==> src/design/pfb_pkg.sv <==
// Shared types and request codes for the page framebuffer draw engine.
`timescale 1ns / 1ps

package pfb_pkg;

  // Request codes as carried on req_type and request_echo.
  localparam logic [2:0] REQ_CLEAR     = 3'd0;
  localparam logic [2:0] REQ_SET_PIXEL = 3'd1;
  localparam logic [2:0] REQ_FILL      = 3'd2;
  localparam logic [2:0] REQ_OUTLINE   = 3'd3;
  localparam logic [2:0] REQ_READ_BYTE = 3'd4;

  // Signed coordinate wide enough for edge sums of 11-bit fields.
  typedef logic signed [12:0] coord_t;

  typedef enum logic [2:0] {
    ST_WIPE,
    ST_IDLE,
    ST_CLEAR,
    ST_SETUP,
    ST_READ,
    ST_WRITE,
    ST_FETCH
  } state_t;

endpackage

==> src/design/pfb_clip.sv <==
// Rectangle clipper: clamps one rectangle to the screen and flags empty ones.
`timescale 1ns / 1ps

module pfb_clip #(
  parameter int SCREEN_WIDTH  = 128,
  parameter int SCREEN_HEIGHT = 64,
  parameter int COL_W         = 7,
  parameter int ROW_W         = 6
) (
  input  pfb_pkg::coord_t   x,
  input  pfb_pkg::coord_t   y,
  input  pfb_pkg::coord_t   w,
  input  pfb_pkg::coord_t   h,
  output logic              empty,
  output logic [COL_W-1:0]  col_first,
  output logic [COL_W-1:0]  col_last,
  output logic [ROW_W-1:0]  row_first,
  output logic [ROW_W-1:0]  row_last
);

  import pfb_pkg::*;

  localparam coord_t WIDTH_C  = coord_t'(SCREEN_WIDTH);
  localparam coord_t HEIGHT_C = coord_t'(SCREEN_HEIGHT);

  coord_t x_end, y_end;
  coord_t x_lo, y_lo, x_hi, y_hi;

  always_comb begin
    // exclusive right and bottom edges
    x_end = x + w;
    y_end = y + h;
    empty = (w <= 0) || (h <= 0) || (x >= WIDTH_C) || (y >= HEIGHT_C) ||
            (x_end <= 0) || (y_end <= 0);
    x_lo  = (x < 0) ? '0 : x;
    y_lo  = (y < 0) ? '0 : y;
    x_hi  = ((x_end > WIDTH_C) ? WIDTH_C : x_end) - coord_t'(1);
    y_hi  = ((y_end > HEIGHT_C) ? HEIGHT_C : y_end) - coord_t'(1);
    col_first = x_lo[COL_W-1:0];
    col_last  = x_hi[COL_W-1:0];
    row_first = y_lo[ROW_W-1:0];
    row_last  = y_hi[ROW_W-1:0];
  end

endmodule

==> config.mk <==
export PLATFORM = sky130hd
export DESIGN_NAME = pfb_clip
export DESIGN_NICKNAME = d
export VERILOG_FILES = /design/src/design/pfb_pkg.sv /design/src/design/pfb_clip.sv
export SDC_FILE = /design/constraint.sdc
export NUM_CORES = 1
export LEC_CHECK = 0
export BUFFER_PORTS_ARGS = -buffer_cell sky130_fd_sc_hd__buf_2
export CORE_UTILIZATION = 51
export DETAILED_ROUTE_END_ITERATION = 6
export PLACE_DENSITY = 0.85
export SYNTH_ARGS = -nofsm -noshare
export SYNTH_HDL_FRONTEND = slang
export SYNTH_SLANG_ARGS = --single-unit
export TNS_END_PERCENT = 20
==> constraint.sdc <==
create_clock -name vclk -period 4.4
set_clock_uncertainty 0.15 [all_clocks]
set_input_delay 0.66 -clock vclk [all_inputs]
set_output_delay 0.66 -clock vclk [all_outputs]
set_load 0.05 [all_outputs]
==> impl_metrics.tcl <==
set metrics [dict create \
    layout_commonest_cell "buf_2" \
    grt_pass1_wl_um 10100 \
    grt_pass1_vias 2410 \
    crit_top_cell "o21ai_0" \
    fin_tns_setup_ns -0.522 \
    hold-path-cell-count 3 \
    finalSetupViolations 4 \
    fin_area_mm2 0.00304 \
    max_stage_delay_ns 0.39 \
    hp-class "primary input to output pin" \
    grt_util_met3_pct 4.35 \
    fmax_ghz 0.219 \
    worst_slew_pin_slew_ns 0.746 \
    grt_max_degree 10 \
    drive_gt1_share_pct 47.3 \
    required_ns 3.59 \
    dieArea_mm2 0.00381 \
    die_w_um 61.7 \
    sequential_cell_total 0 \
    end_kind "output pin" \
    numPortBuffers 79 \
    avgRoutedWirePerCell_um 23.6 \
    yosysWarnings 0 \
    areaGrowthSynthToFinish_pct 67.0 \
    slew_violations 0 \
    seq_area_um2 0 \
    irDropWorstVdd_mv 0.145 \
    netlist_instances 262 \
    use_met2_pct 65.9 \
    via_per_inst 7.27 \
    sw_frac_of_total_pct 60.8 \
    grt_usage_pct 34.9 \
    most-common-layout-cells "buf_2 (75), buf_4 (56), nor2_1 (23)" \
    initial_utilization_pct 54.1 \
    post-place-ws_ns -0.210 \
    rsz0062_at_grt "yes" \
    combPwrFrac_pct 100.0 \
    drt_pass1_iterations 7 \
    crit_fanout 4 \
    hold_viol_final 0 \
    die_y_um 61.7 \
    fin_crit_ns 4.57 \
    p_int_mw 0.333 \
    gp_congestion 0.908 \
    cap_violations 0 \
    busiest_layer "met2" \
    p_leak_nw 1.41 \
    drt_wl_total_um 10300 \
    slew_headroom_pct 49.8 \
    dp.cells 429 \
    drtIter0Drc 535 \
    crit_type "primary input to output pin" \
    drtAntennaViolNets 0 \
    status "finished with violations" \
    p_seq_share_pct 0 \
    antenna_found_initial 0 \
    pin_count 79 \
    dp_hpwl_um 5560 \
    final_cells 437 \
    hold_slack_ns 1.61 \
    syn_avg_cell_area_um2 6.94 \
    min_period_over_period_pct 104 \
    core_area_mm2 0.00336 \
    pwr-share-clk_pct 0 \
    drc 0 \
    final.fill_count 164 \
    mappedNetlistArea_mm2 0.00182 \
    placementRows 21 \
    vias 3178 \
    final_util_pct 90.3 \
    yosysUniqueCellTypes 56 \
    worst_ep_arrival_time_ns 3.76 \
    syn-num-nets 342 \
    overflow 0 \
    clkbuf_count 0 \
    setup_slack_ns -0.175 \
    use_met1_pct 41.0 \
    total_power_mw 0.849 \
    dpl_cell_area_mm2 0.00266 \
    nets 473 \
    violations "setup timing" \
    startpoint_type "primary input" \
    crit_slowest_cell "mux2_2" \
    path_cells "buf_2 > ha_1 > buf_4 > o21ai_0 > o21ai_0 > o2111a_1 > a21boi_1 > mux2_2 > a41o_2 > nand2_4 > ha_4 > nand3_4 > nor3b_4 > xnor2_2 > a21oi_4 > buf_6" \
    power_switching_mw 0.516 \
    yosysSeqAreaShare_pct 0 \
    power_density_mw_per_mm2 280 \
    antenna_cells 0 \
]
-- synthesized netlist by cell type, drive strengths merged (3+ instances only) --
cell,count,area share [%]
buf,4,1.8
xnor2,9,4.3
or3,3,1.0
ha,26,18
o21ai,15,4.1
nand3,5,1.4
xor2,11,5.3
a211o,3,1.4
o21a,3,1.2
nand3b,3,1.2
a21o,7,3.0
nor3,10,2.8
nor2b,13,4.5
inv,16,3.3
nor2,24,5.1
nor4,12,5.0
a21oi,20,5.5
nand2b,9,3.1
nand2,15,3.1
or4,4,1.9
a31oi,4,1.7
a211oi,7,2.9
o21bai,3,1.2
-- final timing paths --
path | start | endpoint
worst max-delay path | x[2] | col_last[6]
worst min-delay path | x[6] | col_first[6]
-- metal layers --
metal / routed length [um] / part of all wire [%]
met1: 3440 / 33
met5: 35 / 0.34
met4: 846 / 8.2
met3: 1420 / 14
met2: 4580 / 44
-- cell families (layout without fill, tap and decap cells) --
group | after synthesis | count (layout) | share of synthesized area (%)
AOI/OAI and AO/OA | 80 | 80 | 29.8
xor gates and xnor gates | 20 | 20 | 9.64
adders and majority gates | 28 | 28 | 20.1
buffers and inverters | 22 | 151 | 5.51
muxes | 2 | 2 | 1.17
and+or+nand+nor | 110 | 110 | 33.8
-- timing repair --
| action | in CTS | in global routing |
|---|---|---|
| resized for setup | 18 | 37 |
| hold buffers | 0 | 0 |
| pin swaps | 6 | 20 |
| setup buffers | 2 | 7 |
| endpoints found under the hold margin | 0 | 0 |
| endpoints found under the setup margin | 4 | 7 |
-- final cells by class --
type,count,area (um^2),share of cell area [%]
tap,46,57.6,1.90
inverter,16,60.1,1.98
timing repair buffer,135,841,27.7
multi-input combinational,240,2080,68.4
-- critical path, delay by kind of cell --
kind / cells / cell delay [ns]
AO/OA/AOI/OAI: 6 / 1.34
adder cells (fa/ha/maj): 2 / 0.40
XOR/XNOR: 1 / 0.11
AND/OR/NAND/NOR: 3 / 0.41
buffers and inverters: 3 / 0.46
multiplexers: 1 / 0.39
-- power groups by stage --
stage	clock network, mW	logic, mW	registers (mW)
CTS	0	0.703	0
detailed placement	0	0.664	0
floorplan	0	0.458	0
global placement	0	0.642	0
global route	0	0.876	0
finish	0	0.849	0
Power figures use the tool's default switching activity.
